File: src/rtl/core/lmpf_pkg.sv
// ----------------------------------------------------------------------------
// lmpf_pkg: shared definitions for the logistic map period finder
// Widths, register indexes, reset and depth defaults, sequencer state type.
// ----------------------------------------------------------------------------
package lmpf_pkg;

    // Q0.32 orbit point and Q2.30 growth rate.
    localparam int X_W    = 32;
    localparam int RATE_W = 32;
    localparam int STEP_W = 16;

    // Configuration port.
    localparam int CFG_IDX_W  = 2;
    localparam int CFG_DATA_W = 32;

    localparam logic [CFG_IDX_W-1:0] CFG_START_X = 2'd0;
    localparam logic [CFG_IDX_W-1:0] CFG_WARMUP  = 2'd1;

    localparam logic [X_W-1:0]    START_X_RESET = 32'h8000_0000;
    localparam logic [STEP_W-1:0] WARMUP_RESET  = 16'd10000;

    localparam int HISTORY_DEPTH_DEF = 64;

    typedef enum logic [2:0] {
        ST_IDLE,
        ST_WARM_SQ,
        ST_WARM_MUL,
        ST_DET_SQ,
        ST_DET_MUL,
        ST_CHECK,
        ST_SEEK,
        ST_EMIT
    } t_state;

endpackage

File: src/rtl/core/lmpf_map_unit.sv
// ----------------------------------------------------------------------------
// lmpf_map_unit: one logistic map step, squaring then rate scaling
// The square step registers x*x. The multiply step forms x*(1-x) from it and scales
// by the growth rate; the caller registers the new point.
// ----------------------------------------------------------------------------
module lmpf_map_unit (
    input  logic                          i_clk,
    input  logic                          i_sq_en,
    input  logic [lmpf_pkg::X_W-1:0]      i_x,
    input  logic [lmpf_pkg::RATE_W-1:0]   i_rate,
    output logic [lmpf_pkg::X_W-1:0]      o_x_next
);

    localparam int XW   = lmpf_pkg::X_W;
    localparam int P_W  = XW - 1;
    localparam int PR_W = lmpf_pkg::RATE_W + P_W;

    logic [2*XW-1:0] r_sq;
    logic [2*XW-1:0] n_sq;
    logic [XW:0]     w_p_full;
    logic [P_W-1:0]  w_p;
    logic [PR_W-1:0] w_prod;

    assign n_sq = (2*XW)'(i_x) * (2*XW)'(i_x);

    always_ff @(posedge i_clk) begin
        if (i_sq_en) begin
            r_sq <= n_sq;
        end
    end

    // x*(1-x) truncated equals x minus the ceiling of x*x in Q0.32.
    assign w_p_full = {1'b0, i_x} - {1'b0, r_sq[2*XW-1:XW]}
                    - (XW+1)'(|r_sq[XW-1:0]);
    assign w_p      = w_p_full[P_W-1:0];

    // The product stays below 2^62, so the shifted result always fits.
    assign w_prod   = PR_W'(i_rate) * PR_W'(w_p);
    assign o_x_next = w_prod[XW+P_W-2:P_W-1];

endmodule

File: config.mk
export PLATFORM = sky130hd
export DESIGN_NAME = lmpf_map_unit
export DESIGN_NICKNAME = d
export VERILOG_FILES = /design/src/rtl/core/lmpf_pkg.sv /design/src/rtl/core/lmpf_map_unit.sv
export SDC_FILE = /design/constraint.sdc
export NUM_CORES = 2
export LEC_CHECK = 0
export BUFFER_PORTS_ARGS = -buffer_cell sky130_fd_sc_hd__clkbuf_2
export CORE_AREA = 5 5 431 603
export CTS_BUF_LIST = sky130_fd_sc_hd__clkbuf_4 sky130_fd_sc_hd__clkbuf_8
export CTS_CLUSTER_DIAMETER = 200
export DETAILED_ROUTE_END_ITERATION = 8
export DIE_AREA = 0 0 436 608
export GPL_TIMING_DRIVEN = 0
export SYNTH_ARGS = -nofsm -noshare
export SYNTH_HDL_FRONTEND = slang
export SYNTH_SLANG_ARGS = --single-unit
File: constraint.sdc
create_clock -name i_clk -period 29 [get_ports i_clk]
set_input_delay 5.8 -clock i_clk [delete_from_list [all_inputs] [get_ports i_clk]]
set_output_delay 5.8 -clock i_clk [all_outputs]
set_load 0.05 [all_outputs]
# After elaboration in Yosys (flattened, before gate mapping)

Cells that the tools add are included.
Widths: inputs -> output; s select.

$add $sub $neg: 2
Multiply operators: 2
Reductions and logical operators: 1

Operator list:

| cell             | number |
|---|---|
| $mul 32x32->63   | 1 |
| $mul 32x31->62   | 1 |
| $reduce_or 32->1 | 1 |
| $sub 31x1->31    | 1 |
| $sub 31x31->31   | 1 |

Register bits after elaboration: 63
Input port bits: 66
Output and inout bits: 32

# Logic depth before layout (Yosys ltp)

Word-level depth: 3
Depth in mapped cells: 45

# Worst setup path after synthesis

OpenSTA, ideal clock, no wires.

Kind: input-to-output
Start: in i_x[0] (netlist bit)
End: out o_x_next[26] (netlist bit)
Data arrival time: 16.166 ns
Setup slack: 7.034 ns
Stages on the path: 41
Cell sequence: clkbuf_1 > inv_1 > buf_1 > fa_1 > ha_1 > nor2_1 > fa_1 > a21bo_2 > a211oi_1 > nor4_1 > a21oi_1 > a21oi_1 > o21ai_1 > a21o_1 > a21oi_1 > xnor2_1 > clkbuf_1 > and2_1 > [5 not listed] > inv_1 > fa_1 > inv_1 > fa_1 > fa_1 > fa_1 > fa_1 > ha_1 > o21ai_0 > a21oi_1 > o2111ai_1 > a21oi_1 > o2111ai_1 > o31a_1 > a31oi_1 > a221o_1 > a21oi_1 > xnor2_1

Cells in the longest elaborated chain, start to end: 3

RTL lines:

| item            | line                | text |
|---|---|---|
| start, declared | lmpf_map_unit.sv:9  | `input logic [lmpf_pkg::X_W-1:0] i_x,` |
| $sub 31x31->31  | lmpf_map_unit.sv:33 | `assign w_p_full = {1'b0, i_x} - {1'b0, r_sq[2*XW-1:XW]}` |
| $sub 31x1->31   | lmpf_map_unit.sv:34 | `- (XW+1)'(\|r_sq[XW-1:0]);` |
| $mul 32x31->62  | lmpf_map_unit.sv:38 | `assign w_prod = PR_W'(i_rate) * PR_W'(w_p);` |
| end, declared   | lmpf_map_unit.sv:11 | `output logic [lmpf_pkg::X_W-1:0] o_x_next` |

No other way between the ends.

# Worst setup path after layout

Same ends and word-level chain as after synthesis.

==> results.yml <==
status:
  status: "complete, but fails checks"
  violations: "max-capacitance violations, max-slew violations"
final_layout:
  synthToLayoutAreaGrowth_pct: 7.81
  largest_registers: "r_sq x62"
  largest_reg_flops: 62
  final_cells: 10271
  design_area_mm2: 0.0679
  regMostFlops: "r_sq"
  layout-drive-gt1-share_pct: 2.16
  layout.nets: 9244
grt:
  track_usage_pct: 17.1
  grt_overflow_total: 0
  grt_pass1_wl_um: 335000
  grt_pass1_vias: 51747
  antenna_found_initial: 19
  grt_start_max_net_pins: 63
synthesis:
  avgSynthCellArea_um2: 9.22
  synthTopCellsByArea: "fa_1 53%, inv_1 11%, ha_1 11%"
  ys.flop_type: "edfxtp_1"
  ys_seq_area_share_pct: 2.95
  ys_async_sr_fraction_pct: 0
  synth.distinct_cells: 79
  synth_commonest_cells: "1,919 x inv_1, 1,673 x fa_1, 807 x nand2_1, 566 x ha_1, 457 x and2_1"
  yosys.area.top_type_share_pct: 53.1
  synth_cells: 6834
  yosys_warnings: 0
  synth-seq-cells: 62
  yosysTopAreaCell: "fa_1"
  syn-cell-area_mm2: 0.0630
  synth-edff-count: 62
  post-synth-top-count-cell: "inv_1"
min_path:
  hold_path_class: "in -> reg"
detailed_routing:
  vias_per_cell: 4.59
  wl_per_cell_um: 22.1
  dr.pass1.iters: 5
  routed_wl_um: 227000
  vias: 47138
  drt-initial-drc-count: 3330
  ant_nets: 0
  drt_drc_violations_left: 0
floorplanning:
  die_h_um: 608
  fp.coreArea_mm2: 0.253
  die_x_um: 436
  ioPinCount: 98
  rows: 219
  start_util_pct: 24.9
  die_area_mm2: 0.265
worst_setup_path:
  crit_path_start: "i_x[0]"
  end_kind: "primary output"
  cpMaxStageDelayCell: "xnor2_1"
  cp_data_arrival_time_ns: 22.25
  crit_required_ns: 23.20
  path_class: "in -> out"
  cp_top_family: "compound AO/OA/AOI/OAI gates"
  path_buf_inv: 10
  crit_end: "o_x_next[26]"
  crit_fanout: 10
  cp_common_cell: "fa_1"
  worst-path-stages: 43
  cp-start-kind: "input pin"
  cpPeakStageDelay_ns: 1.11
cts:
  cts_tree: "yes"
  root_buffer: "clkbuf_8"
  clock_sinks: 62
  clock_path_buffers: 2
  post_cts_buffers: 0
  cts.hold.buffers_added: 0
  clk_pin_slew_ns: 0.08
  cts_resized: 0
  tritoncts.num_buffers: 9
  cts-htree-levels: 3
run:
  maxCapViolCount: 2
sta:
  setup-violations-final: 0
  period_minus_slack_ns: 28.05
  max_freq_mhz: 35.7
  slew-limit-headroom_pct: -2.37
  worst_slew_pin_slew_ns: 1.52
  setup_tns_ns: 0
  slew_violations: 6
  rsz0062_at_grt: "no"
  finalHoldViolations: 0
  post-route-period-util_pct: 96.7
placed_design:
  io_buffers: 90
  place_congestion: 0.997
  dp_cells: 10242
  dp_hpwl_um: 195000
  place_area_mm2: 0.0677
==> how the worst min path moves through the flow <==
stage / startpoint / to / slack [ns] / cells after the start
3_5_place_dp: i_x[0] / r_sq[0] / 6.00 / 1
5_1_grt: i_x[0] / r_sq[0] / 5.60 / 1
3_3_place_gp: i_x[0] / r_sq[0] / 6.00 / 1
2_1_floorplan: i_x[0] / r_sq[0] / 5.90 / 0
4_1_cts: i_x[0] / r_sq[0] / 5.58 / 1
6_report: i_x[0] / r_sq[0] / 5.60 / 1
==> kinds of logic after synthesis <==
| group | count (synthesis) | share of synthesized area [%] |
|---|---|---|
| compound gates | 402 | 4.23 |
| xor+xnor | 136 | 1.89 |
| fa+ha+maj | 2239 | 64.4 |
| buf+inv | 2226 | 13.3 |
| flops | 62 | 2.95 |
| mux | 2 | 0.0338 |
| other cells | 1 | 0.00595 |
| simple gates | 1766 | 13.2 |
==> metal layers <==
metal | vias up | track usage [%] | share of wire, % | wire length (um)
met5 | - | 0 | 0.019 | 42
met2 | 2063 | 29.9 | 49 | 112000
li1 | 19977 | - | - | -
met4 | 8 | 11.8 | 9.0 | 20400
met1 | 24348 | 18.9 | 35 | 79100
met3 | 742 | 2.84 | 7.0 | 15800
==> layout make-up <==
class | count | area [um^2]
clock inverters | 7 | 98.8
clock buffers | 9 | 124
fillers | 27256 | 186000
well taps | 3315 | 4150
repair buffers | 93 | 487
plain buffers | 294 | 1120
inverters | 1932 | 7250
diodes | 12 | 30.0
multi-input cells | 4547 | 52800
flip-flops and latches | 62 | 1860
==> metrics by stage <==
step                      worst slack, ns  utilization [%]  hold slack, ns
after floorplan                      7.03                -            5.90
after global placement              0.888             26.7            6.00
after detailed placement            0.924             26.7            6.00
after CTS                           0.906             26.8            5.58
after global routing                0.335             26.8            5.60
final                               0.953             26.8            5.60
==> cell usage in the layout, fill, tap and decap left out, drive strengths merged, types with 21 or more instances in the layout <==
cell / instances
a21o: 78
a21oi: 137
and2: 457
and3: 29
buf: 21
clkbuf: 375
edfxtp: 62
fa: 1673
ha: 566
inv: 1921
nand2: 808
nand2b: 40
nand3: 43
nand4: 36
nor2: 267
nor2b: 26
o21ai: 67
xnor2: 93
xor2: 43
Power is not shown: default switching activity piles up to over one toggle a cycle in this logic, so the estimate is an artifact.
