### src/rtl/core/lmpf_pkg.sv
// ----------------------------------------------------------------------------
// lmpf_pkg: shared definitions for the logistic map period finder
// Widths, register indexes, reset and depth defaults, sequencer state type.
// ----------------------------------------------------------------------------
package lmpf_pkg;

    // Q0.32 orbit point and Q2.30 growth rate.
    localparam int X_W    = 32;
    localparam int RATE_W = 32;
    localparam int STEP_W = 16;

    // Configuration port.
    localparam int CFG_IDX_W  = 2;
    localparam int CFG_DATA_W = 32;

    localparam logic [CFG_IDX_W-1:0] CFG_START_X = 2'd0;
    localparam logic [CFG_IDX_W-1:0] CFG_WARMUP  = 2'd1;

    localparam logic [X_W-1:0]    START_X_RESET = 32'h8000_0000;
    localparam logic [STEP_W-1:0] WARMUP_RESET  = 16'd10000;

    localparam int HISTORY_DEPTH_DEF = 64;

    typedef enum logic [2:0] {
        ST_IDLE,
        ST_WARM_SQ,
        ST_WARM_MUL,
        ST_DET_SQ,
        ST_DET_MUL,
        ST_CHECK,
        ST_SEEK,
        ST_EMIT
    } t_state;

endpackage

### src/rtl/core/lmpf_cell.sv
// ----------------------------------------------------------------------------
// lmpf_cell: one history cell of the shift chain
// Holds one stored point, takes its neighbor's point on a shift and flags
// an exact match against the probe when it holds a point of this run.
// ----------------------------------------------------------------------------
module lmpf_cell #(
    parameter int INDEX  = 0,
    parameter int FILL_W = 7
) (
    input  logic                      i_clk,
    input  logic                      i_shift,
    input  logic [lmpf_pkg::X_W-1:0]  i_data,
    input  logic [lmpf_pkg::X_W-1:0]  i_probe,
    input  logic [FILL_W-1:0]         i_fill,
    output logic [lmpf_pkg::X_W-1:0]  o_data,
    output logic                      o_match
);

    logic [lmpf_pkg::X_W-1:0] r_data;
    logic                     w_live;

    always_ff @(posedge i_clk) begin
        if (i_shift) begin
            r_data <= i_data;
        end
    end

    assign w_live  = FILL_W'(INDEX) < i_fill;
    assign o_match = w_live && (r_data == i_probe);
    assign o_data  = r_data;

endmodule
### config.mk
export PLATFORM = sky130hd
export DESIGN_NAME = lmpf_cell
export DESIGN_NICKNAME = d
export VERILOG_FILES = /design/src/rtl/core/lmpf_pkg.sv /design/src/rtl/core/lmpf_cell.sv
export SDC_FILE = /design/constraint.sdc
export NUM_CORES = 1
export LEC_CHECK = 0
export BUFFER_PORTS_ARGS = -buffer_cell sky130_fd_sc_hd__buf_2
export CAP_MARGIN = 40
export CORE_MARGIN = 2
export CORE_UTILIZATION = 38
export CTS_BUF_LIST = sky130_fd_sc_hd__clkbuf_16
export DETAILED_ROUTE_END_ITERATION = 8
export PLACE_DENSITY = 0.78
export SYNTH_ARGS = -nofsm -noshare
export SYNTH_HDL_FRONTEND = slang
export SYNTH_SLANG_ARGS = --single-unit
### constraint.sdc
create_clock -name i_clk -period 2 [get_ports i_clk]
set_input_delay 0.4 -clock i_clk [delete_from_list [all_inputs] [get_ports i_clk]]
set_output_delay 0.4 -clock i_clk [all_outputs]
set_load 0.005 [all_outputs]
Word-level counts from Yosys, hierarchy flattened. Cells that the tools add are included.

Logic and storage cells: 4. Input port bits: 73. Output and inout bits: 33. Register bits after elaboration: 32.

Equality and inequality tests: 1. Order comparisons: 1. Reduce and logical (&&, ||, !) cells: 1.

Operator list (count): $eq A32 B32 Y1 (1); $lt A1 B7 Y1 const A (1); $logic_and A1 B1 Y1 (1).

Depth between registers and ports, before layout. Gate-level depths: netlist (run 1).

Depth in word-level cells: 2. Gate-level depth with buffers: 4. Depth with buffers taken out: 4.

Worst setup path before layout (run 1). OpenSTA, ideal clock, no wires.

Path kind: register -> output. Start point: register r_data (netlist bit o_data[28]). End point: output port o_match. Arrival: 1324 ps. Stages on the path, launching flop included: 5. Required time: 1600 ps. Path slack: 276 ps. Path buffers: 0. Cells stage by stage: edfxtp_1 > xor2_1 > nor4_1 > nand3_1 > a2111oi_1.

Cells in the longest elaborated chain, start to end: 2.

Ends and longest elaborated chain: start: declaration (line lmpf_cell.sv:19) `logic [lmpf_pkg::X_W-1:0] r_data;`; start signal: assignment (line lmpf_cell.sv:24) `r_data <= i_data;`; $eq A32 B32 Y1 (line lmpf_cell.sv:29) `assign o_match = w_live && (r_data == i_probe);`; $logic_and A1 B1 Y1 (line lmpf_cell.sv:29); end: declaration (line lmpf_cell.sv:16) `output logic o_match`.

No other way between the ends.

Worst setup path in the final report (run 1).
Start point: register r_data (netlist bit o_data[26]). End point: output port o_match.

The elaborated chain is that of the path after synthesis.

==> results of run 1 <==
[final cells by class]
type / count / area, um2
Timing Repair Buffer: 106 / 533
Sequential cell: 32 / 961
Multi-Input combinational cell: 45 / 387
Clock buffer: 5 / 125
Tap cell: 46 / 57.6
Clock inverter: 3 / 37.5
Fill cell: 279 / 1240
[kinds of logic (layout without fill, tap and decap cells)]
family	count (synthesis)	in the layout	share of synthesized area
XOR/XNOR	32	32	0.212
flip-flops	32	32	0.726
AND/OR/NAND/NOR	12	12	0.0548
AO/OA/AOI/OAI	1	1	0.00756
buffers and inverters	0	114	0
[per-layer routing]
layer,part of all wire,vias up
met5,0,-
met4,0.0040,0
met3,0.15,2
met2,0.50,86
met1,0.35,482
li1,-,516
[worst max-delay path, cell delays in order, from the launching register on]
cell and delay [ps]:
sky130_fd_sc_hd__edfxtp_1 390, sky130_fd_sc_hd__xor2_1 150, sky130_fd_sc_hd__nor4_1 350, sky130_fd_sc_hd__nand3_1 180, sky130_fd_sc_hd__a2111oi_2 340, sky130_fd_sc_hd__buf_2 160
[power by group through the flow]
stage	clock, W	combinational, W	sequential [W]
detailed placement	0	0.000210	0.000850
CTS	0.000841	0.000216	0.000838
finish	0.000816	0.000216	0.000836
floorplan	0	0.0000578	0.000853
global placement	0	0.000204	0.000846
global route	0.000880	0.000241	0.000843
[stage by stage]
step | power, W | hold WS (ps) | area [um2] | TNS [ps]
5_1_grt | 0.00196 | 293 | 2100 | -358
3_5_place_dp | 0.00106 | 578 | 1910 | -210
4_1_cts | 0.00189 | 295 | 2090 | -207
3_3_place_gp | 0.00105 | 576 | 1910 | -174
6_report | 0.00187 | 302 | 2100 | -247
2_1_floorplan | 0.000911 | 499 | 1320 | 0
[cell usage after synthesis, drive strengths merged]
cell,number
edfxtp,32
xor2,28
nor4,8
xnor2,4
nand4,2
a2111oi,1
nand3,1
nor3,1
[final timing paths]
| check | start | slack [ps] | depth (start not counted) | endpoint |
|---|---|---|---|---|
| worst max-delay path | o_data[26] | -250 | 5 | o_match |
| worst min-delay path | i_data[18] | 300 | 1 | o_data[18] |
[what timing repair did]
item                       CTS  global route
pin swaps                    3             1
gates resized for setup      3             1
setup endpoints to repair    1             1
==> impl_metrics.py, run 1 <==
metrics = {
    "outcome": {
        "outcome": "finished with violations",
        "violations": "setup timing",
    },
    "yosys": {
        "synth_cells": 77,
        "syn_nets": 150,
        "synth_top_cells_by_area": "sky130_fd_sc_hd__edfxtp_1 73%, sky130_fd_sc_hd__xor2_1 19%, sky130_fd_sc_hd__nor4_1 3.8%",
        "syn_area_per_cell_um2": 17.2,
        "post_synthesis_sequential_area_ratio": 0.726,
        "synth_cell_type_count": 8,
        "yosys_warning_count": 0,
        "synthesis.area_um2": 1320,
        "yosys_register_bits": 32,
        "synth_top_area_frac": 0.726,
        "yosysTopAreaCell": "sky130_fd_sc_hd__edfxtp_1",
    },
    "power": {
        "power.switching_w": 0.000367,
        "power.switching_fraction": 0.196,
        "pwr-share-clk": 0.437,
        "comb_power_share": 0.115,
        "internal-power_w": 0.00150,
        "power.sequential.fraction": 0.448,
        "power_per_cell_area_nw_per_um2": 889,
        "total_leakage_power_nw": 0.947,
        "worst_ir_drop_vdd_uv": 641,
    },
    "clock_tree": {
        "cts_max_path_buffers": 2,
        "cts_buffers": 5,
        "cts_tree": "built",
        "cts_max_level": 2,
        "clkSlewWorstSetupHoldPaths_ps": 50,
        "post_cts_buffers": 0,
        "cts_root_buffer": "sky130_fd_sc_hd__clkbuf_16",
        "hold_buffers": 0,
        "clkSinkCount": 32,
    },
    "grt": {
        "grt_pass1_wl_um": 4840,
        "use_met3": 0.0901,
        "global_route.peak_usage_layer": "met2",
        "antenna_found_initial": 0,
        "gr-usage-met2": 0.271,
        "grt_pass1_vias": 1168,
        "largest_net_degree_at_the_start_of_global_routing": 33,
        "grtUsageMet1": 0.162,
        "grt_util_all_layers": 0.159,
        "gr-total-overflow": 0,
    },
    "floorplan": {
        "floorplan.die_area_um2": 3970,
        "fp-row-count": 21,
        "die_w_um": 63.0,
        "design.portCount": 106,
        "placeableCoreArea_um2": 3340,
        "die_height_um": 63.0,
        "initial_cell_density_of_the_core": 0.397,
    },
    "timing": {
        "timing.max_slew.rel_slack": 0.550,
        "maxSlewViolCount": 0,
        "fin_crit_sh": 1.12,
        "setup_viol_count_final": 1,
        "rsz_0062_raised_after_global_routing": "yes",
        "timing.final.crit_period_ps": 2250,
        "timing_worst_slew_pin_value_ps": 675,
        "hold_viol": 0,
        "clock.fmax_ghz": 0.445,
        "layout_setup_ws_ps": -247,
    },
    "route": {
        "detail_route.wirelength_um": 3020,
        "viasPerCell": 4.58,
        "ant_nets": 0,
        "routed_wire_length_per_instance_um": 12.7,
        "detail_route.drc_violations": 0,
        "detail_route.first_pass.iterations": 4,
        "detailedRoute.firstIterationViolations": 11,
        "number_of_vias_after_detailed_routing": 1086,
    },
    "min_path": {
        "holdCritPathClass": "in -> reg",
    },
    "critical_path": {
        "cp-start-kind": "flop",
        "critPathRequiredTime_ps": 1600,
        "timing.critical_path.to_type": "output port",
        "timing.critical_path.arrival_ps": 1850,
        "crit_path_max_fo": 2,
        "critPathKind": "reg -> out",
    },
    "placed_design": {
        "detailedPlacementHpwl_um": 2460,
        "cell_count_after_placement": 229,
        "worst_setup_slack_post_dpl_ps": -210,
        "io_buffers": 105,
        "finalWeightedCongestion": 0.682,
    },
    "final_layout": {
        "layout_common_cells": "105 x sky130_fd_sc_hd__buf_2, 32 x sky130_fd_sc_hd__edfxtp_1, 28 x sky130_fd_sc_hd__xor2_1",
        "stdcell_count": 237,
        "syn_to_final_growth_pct": 58.7,
        "layout.cells.most_common": "sky130_fd_sc_hd__buf_2",
        "nNetsFinal": 263,
        "max_reg_flops": 32,
        "drive_gt1_frac": 0.607,
        "core_utilization_of_the_finished_layout": 0.630,
        "antenna_cells_inserted": 0,
    },
    "flow_run": {
        "number_of_max_capacitance_violations_reported": 0,
    },
}
(Power assumes the default switching activity.)
==> inputs of run 2 (changes only) <==
--- a/config.mk
+++ b/config.mk
@@ -11,6 +11,8 @@
 export CORE_UTILIZATION = 38
 export CTS_BUF_LIST = sky130_fd_sc_hd__clkbuf_16
+export CTS_CLUSTER_DIAMETER = 50
 export DETAILED_ROUTE_END_ITERATION = 8
 export PLACE_DENSITY = 0.78
+export SLEW_MARGIN = 20
 export SYNTH_ARGS = -nofsm -noshare
 export SYNTH_HDL_FRONTEND = slang
==> constraint.sdc (replaced) <==
create_clock -name i_clk -period 2 [get_ports i_clk]
set_input_delay 0.4 -clock i_clk [delete_from_list [all_inputs] [get_ports i_clk]]
set_output_delay 0.4 -clock i_clk [all_outputs]
set_load 0.1 [all_outputs]
==> impl_metrics.py, run 2 (same netlist as run 1, synthesis figures left out) <==
metrics = {
    "route": {
        "detailedRoute.firstIterationViolations": 33,
        "routed_wire_length_per_instance_um": 15.2,
        "viasPerCell": 4.60,
        "number_of_vias_after_detailed_routing": 1105,
        "detail_route.first_pass.iterations": 4,
        "detail_route.drc_violations": 0,
        "ant_nets": 0,
        "detail_route.wirelength_um": 3660,
    },
    "outcome": {
        "outcome": "finished with violations",
        "violations": "setup timing",
    },
    "critical_path": {
        "critPathKind": "reg -> out",
        "cp_top_family": "simple AND/OR/NAND/NOR gates",
        "worst-path-buf-inv": 1,
        "timing.critical_path.to_type": "output port",
        "crit_path_top_delay_cell": "sky130_fd_sc_hd__edfxtp_1",
        "cp-start-kind": "flop",
        "critPathRequiredTime_ps": 1600,
        "timing.critical_path.arrival_ps": 1940,
        "worst_path_cell_trace": "xor2_1, nor4_2, nand4_1, a2111oi_4, buf_12",
        "critical_path.max_stage_delay_ps": 420,
        "crit_path_max_fo": 2,
    },
    "timing": {
        "hold_viol": 0,
        "finalSetupTns_ps": -343,
        "setup_viol_count_final": 1,
        "final.hold.worst_slack_ps": 299,
        "clock.fmax_ghz": 0.427,
        "layout_setup_ws_ps": -343,
        "timing.final.crit_period_ps": 2340,
        "maxSlewViolCount": 0,
        "timing_worst_slew_pin_value_ps": 707,
        "fin_crit_sh": 1.17,
        "timing.max_slew.rel_slack": 0.529,
        "rsz_0062_raised_after_global_routing": "yes",
    },
    "placed_design": {
        "io_buffers": 105,
        "detailedPlacementHpwl_um": 2770,
        "finalWeightedCongestion": 0.705,
        "cell_count_after_placement": 231,
        "worst_setup_slack_post_dpl_ps": -192,
    },
    "final_layout": {
        "max_reg_flops": 32,
        "layout_common_cells": "104 x sky130_fd_sc_hd__buf_2, 32 x sky130_fd_sc_hd__edfxtp_1, 28 x sky130_fd_sc_hd__xor2_1",
        "drive_gt1_frac": 0.619,
        "syn_to_final_growth_pct": 62.9,
        "stdcell_count": 240,
        "nNetsFinal": 266,
        "antenna_cells_inserted": 0,
        "layout.cells.most_common": "sky130_fd_sc_hd__buf_2",
    },
    "grt": {
        "grt_util_all_layers": 0.187,
        "antenna_found_initial": 0,
        "grt_pass1_wl_um": 5380,
        "grt_pass1_vias": 1209,
        "gr-total-overflow": 0,
        "largest_net_degree_at_the_start_of_global_routing": 33,
    },
    "floorplan": {
        "die_height_um": 63.0,
        "placeableCoreArea_um2": 3340,
        "die_w_um": 63.0,
        "floorplan.die_area_um2": 3970,
        "fp-row-count": 21,
        "initial_cell_density_of_the_core": 0.397,
        "design.portCount": 106,
    },
    "power": {
        "p_total_w": 0.00227,
        "worst_ir_drop_vdd_uv": 910,
        "power_per_cell_area_nw_per_um2": 1050,
        "power.sequential.fraction": 0.370,
        "pwr-share-clk": 0.364,
        "power.switching_fraction": 0.335,
        "comb_power_share": 0.266,
        "internal-power_w": 0.00151,
        "total_leakage_power_nw": 0.965,
        "power.switching_w": 0.000760,
    },
    "min_path": {
        "holdCritPathClass": "in -> reg",
    },
    "clock_tree": {
        "cts_buffers": 5,
        "cts_tree": "built",
        "clkSinkCount": 32,
        "cts_max_level": 2,
        "cts_root_buffer": "sky130_fd_sc_hd__clkbuf_16",
        "cts_max_path_buffers": 2,
        "clkSlewWorstSetupHoldPaths_ps": 50,
        "hold_buffers": 0,
    },
    "flow_run": {
        "number_of_max_capacitance_violations_reported": 0,
    },
}
-- run 2: cell types whose count changed in the layout (fill, tap and decap cells not counted), sizes merged --
cell and delta:
buf +3
-- run 2: worst paths after layout --
check,from,end,cells after the start
setup / recovery,o_data[29],o_match,5
hold / removal,i_data[8],o_data[8],1
-- run 2: stage by stage --
step | cell area (um2) | utilization
floorplan | 1340 | -
global placement | 1960 | 0.588
detailed placement | 1960 | 0.588
CTS | 2150 | 0.645
global route | 2160 | 0.646
finish | 2160 | 0.646
-- run 2: routing by layer --
metal / up-vias / global-route usage / wire (um)
met5: - / 0 / 0
met4: 0 / 0.0750 / 25
met3: 2 / 0.0955 / 326
met2: 58 / 0.351 / 2090
met1: 524 / 0.164 / 1210
li1: 521 / - / -
-- run 2: power by group through the flow --
stage / sequential, W / combinational (W) / clock [W]
floorplan: 0.00122 / 0.0000595 / 0
global placement: 0.000845 / 0.000582 / 0
detailed placement: 0.000850 / 0.000589 / 0
CTS: 0.000838 / 0.000603 / 0.000840
global route: 0.000843 / 0.000626 / 0.000863
finish: 0.000838 / 0.000604 / 0.000826
-- run 2: repair_timing --
item                                    CTS  global route
pin swaps                                 5             6
setup buffers                             1             0
resized for setup                         3             1
endpoints found under the setup margin    1             1
-- run 2: final cells by class --
cell class | instances | area, um2
clock buffer | 5 | 125
clock inverter | 3 | 37.5
fill | 259 | 1180
multi-input combinational | 45 | 405
sequential | 32 | 961
tap | 46 | 57.6
timing repair buffer | 109 | 571
